[config.mk]
export PLATFORM = sky130hd
export DESIGN_NAME = hsv_pixel_to_led_spi_encoder_unit
export DESIGN_NICKNAME = d
export VERILOG_FILES = /design/src/rtl/hsvle_pkg.sv /design/src/rtl/hsvle_front.sv /design/src/rtl/hsvle_fifo.sv /design/src/rtl/hsvle_back.sv /design/src/rtl/hsv_pixel_to_led_spi_encoder_unit.sv
export SDC_FILE = /design/constraint.sdc
export NUM_CORES = 1
export LEC_CHECK = 0
export BUFFER_PORTS_ARGS = -buffer_cell sky130_fd_sc_hd__buf_2
export CORE_ASPECT_RATIO = 2
export CORE_MARGIN = 2
export CORE_UTILIZATION = 45
export CTS_BUF_LIST = sky130_fd_sc_hd__clkbuf_8
export DETAILED_ROUTE_END_ITERATION = 10
export PLACE_DENSITY_LB_ADDON = 0.3
export SLEW_MARGIN = 5
export SYNTH_ARGS = -nofsm -noshare
export SYNTH_HDL_FRONTEND = slang
export SYNTH_SLANG_ARGS = --single-unit
[constraint.sdc]
create_clock -name clk_i -period 5.8 [get_ports clk_i]
set_input_delay 1.16 -clock clk_i [delete_from_list [all_inputs] [get_ports clk_i]]
set_output_delay 1.16 -clock clk_i [all_outputs]
set_load 0.02 [all_outputs]
[src/rtl/hsvle_pkg.sv]
// Shared types and constants for the HSV pixel to LED SPI encoder.
`timescale 1ns / 1ps

package hsvle_pkg;

  // One converted pixel, as the back end consumes it
  typedef struct packed {
    logic [7:0] g;
    logic [7:0] r;
    logic [7:0] b;
  } hsvle_rgb_t;

  // SPI bytes per pixel: three colors, four bit pairs each
  localparam int unsigned BytesPerPixel = 12;
  localparam logic [3:0]  LastBeat      = 4'(BytesPerPixel - 1);

  // Pattern registers and their reset values, indexed by bit pair
  localparam int unsigned NumPatterns = 4;
  localparam logic [NumPatterns-1:0][7:0] PatternReset = {8'hEE, 8'hE8, 8'h8E, 8'h88};

endpackage

[src/rtl/hsvle_front.sv]
// Front end: three-stage HSV to RGB conversion pipeline.
`timescale 1ns / 1ps

module hsvle_front (
  input  logic                  clk_i,
  input  logic                  rst_ni,
  input  logic                  in_valid_i,
  output logic                  in_ready_o,
  input  logic [7:0]            hue_i,
  input  logic [7:0]            sat_i,
  input  logic [7:0]            bright_i,
  output logic                  out_valid_o,
  input  logic                  out_ready_i,
  output hsvle_pkg::hsvle_rgb_t out_rgb_o
);

  localparam logic [1:0] SectRedGreen  = 2'd0;
  localparam logic [1:0] SectGreenBlue = 2'd1;
  localparam logic [1:0] SectBlueRed   = 2'd2;

  logic en1, en2, en3;

  logic       v1_q;
  logic [1:0] sector1_q;
  logic [5:0] offset1_q;
  logic [7:0] sat1_q, val1_q;

  logic       v2_q;
  logic [1:0] sector2_q;
  logic [7:0] val2_q, base2_q, rise2_q, fall2_q;

  logic       v3_q;
  logic [1:0] sector3_q;
  logic [7:0] base3_q, rise3_q, fall3_q;

  logic [15:0] hue_x192;
  logic [13:0] rise_prod;
  logic [7:0]  rise_d;
  logic [15:0] base_scaled, rise_scaled, fall_scaled;

  // stall propagates back from the queue
  assign en3        = !v3_q || out_ready_i;
  assign en2        = !v2_q || en3;
  assign en1        = !v1_q || en2;
  assign in_ready_o = en1;

  // hue * 192 as two shifted terms; keep the top byte
  assign hue_x192 = {1'b0, hue_i, 7'b0} + {2'b0, hue_i, 6'b0};

  // rise = offset * sat * 4 / 256
  assign rise_prod = {8'b0, offset1_q} * {6'b0, sat1_q};
  assign rise_d    = rise_prod[13:6];

  // brightness scaling
  assign base_scaled = {8'b0, base2_q} * {8'b0, val2_q};
  assign rise_scaled = {8'b0, rise2_q} * {8'b0, val2_q};
  assign fall_scaled = {8'b0, fall2_q} * {8'b0, val2_q};

  // valid bits
  always_ff @(posedge clk_i or negedge rst_ni) begin
    if (!rst_ni) begin
      v1_q <= 1'b0;
      v2_q <= 1'b0;
      v3_q <= 1'b0;
    end else begin
      if (en1) v1_q <= in_valid_i;
      if (en2) v2_q <= v1_q;
      if (en3) v3_q <= v2_q;
    end
  end

  // payload stages
  always_ff @(posedge clk_i) begin
    if (en1) begin
      sector1_q <= hue_x192[15:14];
      offset1_q <= hue_x192[13:8];
      sat1_q    <= sat_i;
      val1_q    <= bright_i;
    end
    if (en2) begin
      sector2_q <= sector1_q;
      val2_q    <= val1_q;
      base2_q   <= ~sat1_q;
      rise2_q   <= rise_d;
      fall2_q   <= sat1_q - rise_d;
    end
    if (en3) begin
      sector3_q <= sector2_q;
      base3_q   <= base_scaled[15:8];
      rise3_q   <= rise_scaled[15:8];
      fall3_q   <= fall_scaled[15:8];
    end
  end

  // color assembly per sector
  always_comb begin
    out_rgb_o.r = base3_q;
    out_rgb_o.g = base3_q;
    out_rgb_o.b = base3_q;
    case (sector3_q)
      SectRedGreen: begin
        out_rgb_o.r = base3_q + fall3_q;
        out_rgb_o.g = base3_q + rise3_q;
      end
      SectGreenBlue: begin
        out_rgb_o.g = base3_q + fall3_q;
        out_rgb_o.b = base3_q + rise3_q;
      end
      SectBlueRed: begin
        out_rgb_o.r = base3_q + rise3_q;
        out_rgb_o.b = base3_q + fall3_q;
      end
      default: ;
    endcase
  end

  assign out_valid_o = v3_q;

endmodule

[src/rtl/hsvle_fifo.sv]
// Short queue of converted pixels between front and back ends.
`timescale 1ns / 1ps

module hsvle_fifo #(
  parameter int unsigned Depth = 2
) (
  input  logic                  clk_i,
  input  logic                  rst_ni,
  input  logic                  wr_valid_i,
  output logic                  wr_ready_o,
  input  hsvle_pkg::hsvle_rgb_t wr_data_i,
  output logic                  rd_valid_o,
  input  logic                  rd_ready_i,
  output hsvle_pkg::hsvle_rgb_t rd_data_o
);

  localparam int unsigned PtrW = $clog2(Depth);
  localparam int unsigned CntW = $clog2(Depth + 1);
  localparam logic [PtrW-1:0] PtrLast = PtrW'(Depth - 1);
  localparam logic [CntW-1:0] CntFull = CntW'(Depth);

  hsvle_pkg::hsvle_rgb_t mem_q [Depth];
  logic [PtrW-1:0] wr_ptr_q, rd_ptr_q;
  logic [CntW-1:0] count_q;
  logic push, pop;

  assign wr_ready_o = (count_q != CntFull);
  assign rd_valid_o = (count_q != '0);
  assign push       = wr_valid_i && wr_ready_o;
  assign pop        = rd_valid_o && rd_ready_i;
  assign rd_data_o  = mem_q[rd_ptr_q];

  // pointers and fill level
  always_ff @(posedge clk_i or negedge rst_ni) begin
    if (!rst_ni) begin
      wr_ptr_q <= '0;
      rd_ptr_q <= '0;
      count_q  <= '0;
    end else begin
      if (push) wr_ptr_q <= (wr_ptr_q == PtrLast) ? '0 : wr_ptr_q + 1'b1;
      if (pop)  rd_ptr_q <= (rd_ptr_q == PtrLast) ? '0 : rd_ptr_q + 1'b1;
      if (push && !pop)      count_q <= count_q + 1'b1;
      else if (pop && !push) count_q <= count_q - 1'b1;
    end
  end

  // storage
  always_ff @(posedge clk_i) begin
    if (push) mem_q[wr_ptr_q] <= wr_data_i;
  end

endmodule

[src/rtl/hsvle_back.sv]
// Back end: pattern registers and serializer to twelve SPI bytes per pixel.
`timescale 1ns / 1ps

module hsvle_back (
  input  logic                  clk_i,
  input  logic                  rst_ni,
  input  logic                  cfg_valid_i,
  output logic                  cfg_ready_o,
  input  logic [1:0]            cfg_index_i,
  input  logic [7:0]            cfg_data_i,
  input  logic                  rd_valid_i,
  output logic                  rd_ready_o,
  input  hsvle_pkg::hsvle_rgb_t rd_data_i,
  output logic                  out_valid_o,
  input  logic                  out_ready_i,
  output logic [7:0]            out_byte_o,
  output logic                  out_last_o
);

  logic [7:0] pat_q [hsvle_pkg::NumPatterns];
  logic [3:0] cnt_q;
  logic       ov_q;
  logic [7:0] byte_q;
  logic       last_q;

  logic       out_en, fire, at_last;
  logic [7:0] colour;
  logic [1:0] pair;

  assign cfg_ready_o = 1'b1;
  assign out_en      = !ov_q || out_ready_i;
  assign fire        = out_en && rd_valid_i;
  assign at_last     = (cnt_q == hsvle_pkg::LastBeat);
  assign rd_ready_o  = fire && at_last;

  // color order G, R, B; pairs MSB first
  always_comb begin
    case (cnt_q[3:2])
      2'd0:    colour = rd_data_i.g;
      2'd1:    colour = rd_data_i.r;
      default: colour = rd_data_i.b;
    endcase
    case (cnt_q[1:0])
      2'd0:    pair = colour[7:6];
      2'd1:    pair = colour[5:4];
      2'd2:    pair = colour[3:2];
      default: pair = colour[1:0];
    endcase
  end

  // pattern registers
  always_ff @(posedge clk_i or negedge rst_ni) begin
    if (!rst_ni) begin
      for (int i = 0; i < hsvle_pkg::NumPatterns; i++) begin
        pat_q[i] <= hsvle_pkg::PatternReset[i];
      end
    end else if (cfg_valid_i) begin
      pat_q[cfg_index_i] <= cfg_data_i;
    end
  end

  // beat counter and output register
  always_ff @(posedge clk_i or negedge rst_ni) begin
    if (!rst_ni) begin
      cnt_q <= '0;
      ov_q  <= 1'b0;
    end else if (fire) begin
      cnt_q <= at_last ? '0 : cnt_q + 1'b1;
      ov_q  <= 1'b1;
    end else if (out_en) begin
      ov_q  <= 1'b0;
    end
  end

  always_ff @(posedge clk_i) begin
    if (fire) begin
      byte_q <= pat_q[pair];
      last_q <= at_last;
    end
  end

  assign out_valid_o = ov_q;
  assign out_byte_o  = byte_q;
  assign out_last_o  = last_q;

endmodule

[src/rtl/hsv_pixel_to_led_spi_encoder_unit.sv]
// Path: a pixel beat passes the three conversion stages, the queue and the back end's
//   output register before its first SPI byte is valid.
// Output: one SPI byte per cycle while the sink is ready, twelve bytes per pixel;
//   the conversion pipeline and queue absorb up to 3 + FifoDepth pixels ahead.
// Reset: asynchronous active low; clears all valid state and loads the
//   pattern registers with 0x88, 0x8E, 0xE8, 0xEE.
`timescale 1ns / 1ps

module hsv_pixel_to_led_spi_encoder_unit #(
  parameter int unsigned FifoDepth = 2
) (
  input  logic        clk_i,
  input  logic        rst_ni,
  // pixel in
  input  logic        s_axis_tvalid_i,
  output logic        s_axis_tready_o,
  input  logic [23:0] s_axis_tdata_i,   // [7:0] hue, [15:8] saturation, [23:16] brightness
  // SPI bytes out
  output logic        m_axis_tvalid_o,
  input  logic        m_axis_tready_i,
  output logic [7:0]  m_axis_tdata_o,   // [7:0] spi_byte
  output logic        m_axis_tlast_o,   // last_byte
  // pattern register writes
  input  logic        cfg_valid_i,
  output logic        cfg_ready_o,
  input  logic [1:0]  cfg_index_i,
  input  logic [7:0]  cfg_data_i
);

  hsvle_pkg::hsvle_rgb_t fr_rgb, q_rgb;
  logic fr_valid, fr_ready, q_valid, q_ready;

  hsvle_front u_front (
    .clk_i       (clk_i),
    .rst_ni      (rst_ni),
    .in_valid_i  (s_axis_tvalid_i),
    .in_ready_o  (s_axis_tready_o),
    .hue_i       (s_axis_tdata_i[7:0]),
    .sat_i       (s_axis_tdata_i[15:8]),
    .bright_i    (s_axis_tdata_i[23:16]),
    .out_valid_o (fr_valid),
    .out_ready_i (fr_ready),
    .out_rgb_o   (fr_rgb)
  );

  hsvle_fifo #(
    .Depth (FifoDepth)
  ) u_fifo (
    .clk_i      (clk_i),
    .rst_ni     (rst_ni),
    .wr_valid_i (fr_valid),
    .wr_ready_o (fr_ready),
    .wr_data_i  (fr_rgb),
    .rd_valid_o (q_valid),
    .rd_ready_i (q_ready),
    .rd_data_o  (q_rgb)
  );

  hsvle_back u_back (
    .clk_i       (clk_i),
    .rst_ni      (rst_ni),
    .cfg_valid_i (cfg_valid_i),
    .cfg_ready_o (cfg_ready_o),
    .cfg_index_i (cfg_index_i),
    .cfg_data_i  (cfg_data_i),
    .rd_valid_i  (q_valid),
    .rd_ready_o  (q_ready),
    .rd_data_i   (q_rgb),
    .out_valid_o (m_axis_tvalid_o),
    .out_ready_i (m_axis_tready_i),
    .out_byte_o  (m_axis_tdata_o),
    .out_last_o  (m_axis_tlast_o)
  );

endmodule

Word level (Yosys, flattened, before mapping). Memory sizes are Yosys's and may differ from the RTL's. Index checks and enable logic that the tools add are counted.

Add/sub/neg operators: 9. Multipliers: 4. Reductions and logical operators: 23. $lt $le $gt $ge: 3. Bitwise gates (word level): 3. Equality and inequality tests: 7. Mux-type cells: 20.

Operators with widths (number): one-hot mux 8 bit (2 select lines) (4); multiplier 8 x 8 -> 16 bit (3); bitwise mux 32 bit (1); two-way mux 8 bit (3); adder 15 x 14 -> 16 bit (1); adder 8 bit (2); binary-select mux 8 bit (select 2 bit) (1); demux 8 bit (select 2 bit) (1); multiplier 6 x 8 -> 14 bit (1); NOT 8 bit (1); subtractor 8 bit (1); logical AND 1 bit (7); == test 2 x 1 -> 1 bit, second input constant (3); >= comparator 3 bit, second input constant (2); logical NOT 1 bit (6); logical NOT 2 bit (3); two-way mux 1 bit (6); NOT 2 -> 3 bit (2); one-hot mux 2 bit (3 select lines) (1); nonzero test 2 bit (3); adder 4 x 1 -> 4 bit, second input constant (1); == test 2 bit, second input constant (2); == test 4 bit, second input constant (1); logical OR 1 bit (4); 7 further kinds (9).

Memories: 1. Bits in writable memories: 48. Input port bits: 39. Register bits after elaboration: 137. Output and inout bits: 12.

Memory list: u_fifo.mem_q (words 2, bits a word 24, rd ports 1, clocked after memory_dff 0, write ports 1, line hsvle_fifo.sv:22) `hsvle_pkg::hsvle_rgb_t mem_q [Depth];`.

Logic depth before layout (Yosys ltp).
Depth after elaboration: 8. Gate-level depth with buffers: 20. Gate-level depth less buffers: 19.

Hierarchy. From an unflattened synthesis, not the netlist that was laid out.

Cell total of the unflattened synthesis: 1467. Area total of the unflattened synthesis: 15927.8 um2.

Modules (own cells, without submodules): hsvle_front (area an instance 11228.3 um2, cells an instance 1148, times used 1); hsvle_back (area an instance 2668.8 um2, cells an instance 226, times used 1); hsvle_fifo (area an instance 2030.7 um2, cells an instance 93, times used 1).

Worst setup path before layout. Ideal clock, no wire load.

Kind: reg2reg. From: register u_front.sat1_q[5]. To: register u_front.fall2_q[7] (data pin). Buffers on the path: 0. Required time: 5.541 ns. Clock period less this slack: 4.850 ns. Setup time: 0.259 ns. Slack: 0.950 ns. Arrival time: 4.591 ns. Stages on the path, launching flop included: 20. Cells stage by stage: edfxtp_1 and2_1 fa_1 inv_1 fa_1 inv_1 fa_1 ha_1 nand4b_1 o21ai_1 a21oi_1 xnor2_1 inv_1 ha_1 a21o_1 a21o_1 maj3_1 a21oi_1 o21ai_1 xnor2_1.

Longest elaborated chain between the ends: 2.

RTL lines: start: declaration (line hsvle_front.sv:26) `logic [7:0] sat1_q, val1_q;`; start signal: assignment (line hsvle_front.sv:77) `sat1_q <= sat_i;`; multiplier 6 x 8 -> 14 bit (line hsvle_front.sv:51) `assign rise_prod = {8'b0, offset1_q} * {6'b0, sat1_q};`; via u_front.rise_prod[7] (line hsvle_front.sv:37) `logic [13:0] rise_prod;`; subtractor 8 bit (line hsvle_front.sv:85) `fall2_q <= sat1_q - rise_d;`; end signal: assignment (line hsvle_front.sv:85); end: declaration (line hsvle_front.sv:30) `logic [7:0] val2_q, base2_q, rise2_q, fall2_q;`.

The timed path passes the listed nets, and every way through them passes these cells. A chain may end at the register's enable or synchronous reset.

Worst setup path in the final report.
From: register u_front.offset1_q[0]. To: register u_front.fall2_q[7] (data pin).

Longest elaborated chain between the ends: 2.

RTL lines: start: declaration (line hsvle_front.sv:25) `logic [5:0] offset1_q;`; start signal: assignment (line hsvle_front.sv:76) `offset1_q <= hue_x192[13:8];`; multiplier 6 x 8 -> 14 bit (line hsvle_front.sv:51); via u_front.rise_prod[7] (line hsvle_front.sv:37); subtractor 8 bit (line hsvle_front.sv:85).

The timed path passes the listed nets, and every way through them passes these cells.

==> run metrics <==
YS warnings 0; cell count after synthesis 1429; required time worst endpoint 6050 ps; Cell Count Post-Placement 1895; largest net degree at the start of global routing 45; Die X 134 microns; main area contributors after synthesis edfxtp_1 28%, fa_1 17%, ha_1 13%, inv_1 5.7%, and2_1 4.6%; vias in the first global route 11027; area leader, netlist edfxtp_1; Overall Global Routing Usage 0.193; Fillers 3127; crit share post-route 0.921; IO buf count 49; Syn Nets 1754; vias per cell 5.23; met2 wire length 18.9 mm; critical path class reg -> reg; FFs w/ async S/R, synth 0.238; Worst Path Arrival 5590 ps; Post-CTS Hold Fix Bufs 0; DRT Wirelength 31.8 mm; top_reg_cell synth edfxtp_1; clock buffer depth 2; grt ovf 0; hpwl dp 26.4 mm; final hold vios 0; max incr delay on CP 530 ps; Worst-Margin Slew 1030 ps; Top delay family on crit path adder cells; PostCTS Resize Cnt 0; fraction of layout cells with a size suffix above 1 0.115; Hold Slack 435 ps; Fmax 0.187 GHz; Clk Latency, worst-skew pair 510 ps; Max-cap violations 0; M1 wire length 10.2 mm; per-cell routed wire length 16.5 microns; # DRC 0; Clock Root Buffer clkbuf_8; Non-Filler Instances 1927; Initial Util 0.457; GP Congestion 0.899; depth of the CTS H-tree 4; die area 35600 sq um; via count 10075; count of different cell masters after synthesis 56; DR pass1 iterations 6; CTS clock-pin slew for the worst setup and hold paths 120 ps; initial antenna violation count 0; I/O pins 51; relative slew slack 0.316; met3 wire length 692 microns; Area Growth Syn to Fin 8.00%; sequential-to-total area share from yosys stat 0.350; # rows 95; Hold Path Class reg -> reg; TNS Setup 0 ps; max-slew violations 0; Post-Syn Area 15300 sq um; EDFF count, synth 141; clk sinks 185; Num CTS Buffers 17; die height 265 microns; Inserted Diodes 0; status finished clean; crit path time final 5340 ps; post-route ant nets 0; first-pass GRT wire length 53.1 mm; Total Nets Final 1803; crit path buf inv count 3; CP Launch Type flop; Post-Syn Area per Cell 10.7 sq um; postcts setup bufs 0; endpoints failing setup 0; Yosys reg bits 185; Core Area 33500 sq um; skew final 24.0 ps; unrepaired setup endpoints after global routing false; CTS tree done; Highest Signal Layer met4; DR iter-0 viols 403; CP max-delay cell fa_1; Cell Chain, Critical Path and2_1 -> fa_1 -> inv_1 -> fa_1 -> inv_1 -> fa_1 -> ha_1 -> nand4b_1 -> o21ai_1 -> a21oi_1 -> xnor2_1 -> inv_1 -> ha_1 -> a21o_1 -> a21o_1 -> maj3_1 -> a21oi_1 -> o21ai_1 -> xnor2_1; crit path max fanout 7; post-synth top area share 0.277; crit end category flop
final cells by class:
class | instances | area (sq um) | share of cell area
multi-input combinational | 973 | 8920 | 0.539
sequential | 185 | 5360 | 0.324
inverter | 231 | 867 | 0.0524
timing repair buffer | 70 | 403 | 0.0244
clock inverter | 15 | 213 | 0.0129
clock buffer | 17 | 234 | 0.0141
tap | 436 | 546 | 0.0330
synth_stat cells (11+ instances only):
library cell  number
clkbuf_1          33
and2_1           113
a21oi_1           54
edfxtp_1         141
dfrtp_1           28
fa_1             133
xor2_1            19
ha_1             153
o21ai_0           20
inv_1            231
a21o_1            26
mux2_2            35
dfstp_2           16
o21bai_1          11
nand2_1          175
xnor2_1           41
a22oi_1           24
mux2i_1           16
nor2_1            43
state kept, by name (all words and copies together), names as in the netlist, 2 cells and up:
name and cells:
u_back.pat_q 32, u_fifo.mem_q 48, u_front.sector2_q 2, u_front.base3_q 8, u_front.fall2_q 8, u_front.rise3_q 8, u_front.fall3_q 8, u_back.cnt_q 4
u_front.val1_q 8, u_fifo.count_q 2, u_front.val2_q 8, u_front.sector1_q 2, u_front.offset1_q 6, u_front.sector3_q 2, u_front.base2_q 8, u_front.rise2_q 8
u_front.sat1_q 8, u_back.out_byte_o 8
worst paths after layout:
| kind | start | endpoint | slack (ps) | depth (start not counted) |
|---|---|---|---|---|
| max reg2reg | u_front.offset1_q[0]$_DFFE_PP_ | u_front.fall2_q[7]$_DFFE_PP_ | 460 | 19 |
| min reg2reg | u_front.sector1_q[1]$_DFFE_PP_ | u_front.sector2_q[1]$_DFFE_PP_ | 430 | 0 |
| min in group asynchronous | rst_ni | u_back.cnt_q[2]$_DFFE_PN0P_ | 800 | 1 |
| max | u_front.offset1_q[0]$_DFFE_PP_ | u_front.fall2_q[7]$_DFFE_PP_ | 460 | 19 |
| max in group asynchronous | rst_ni | u_back.pat_q[20]$_DFFE_PN0P_ | 4380 | 1 |
| min | u_front.sector1_q[1]$_DFFE_PP_ | u_front.sector2_q[1]$_DFFE_PP_ | 430 | 0 |
layout by cell type, fill, tap and decap left out, types with 35 or more instances in the layout:
cell,synthesis,routed
edfxtp_1,141,141
a21oi_1,54,53
buf_2,3,49
nand2_1,175,175
nor2_1,43,42
fa_1,133,133
ha_1,153,153
inv_1,231,231
mux2_2,35,35
and2_1,113,113
xnor2_1,41,41
metrics by stage:
step,setup slack [ps],util,instance area [sq um]
2_1_floorplan,950,-,15300
3_3_place_gp,568,0.480,16100
3_5_place_dp,490,0.480,16100
4_1_cts,464,0.493,16500
5_1_grt,152,0.493,16500
6_report,457,0.493,16500
worst register-to-register path, stage by stage (launching register included):
cell      delay, ps
edfxtp_1        490
and2_1          220
fa_1            530
inv_1            50
fa_1            520
inv_1            50
fa_1            440
ha_1            310
nand4b_1        100
o21ai_1         350
a21oi_1         170
xnor2_1         260
inv_1           120
ha_1            290
a21o_1          150
a21o_1          200
maj3_1          350
a21oi_1         250
o21ai_1         120
xnor2_1         130
cells by family after synthesis:
logic type | share of synthesized area
muxes | 0.0480
buffers and inverters | 0.0684
and+or+nand+nor | 0.123
adders and majority gates | 0.301
other | 0.000245
AOI/OAI and AO/OA | 0.0751
DFF | 0.350
xor gates and xnor gates | 0.0343
layer usage:
metal / vias to the layer above / GRT usage
met2: 213 / 0.391
li1: 4810 / -
met4: 0 / 0.121
met5: - / 0
met3: 98 / 0.0239
met1: 4954 / 0.171
Power is not shown: default switching activity piles up to over one toggle a cycle in this logic, so the estimate is an artifact.
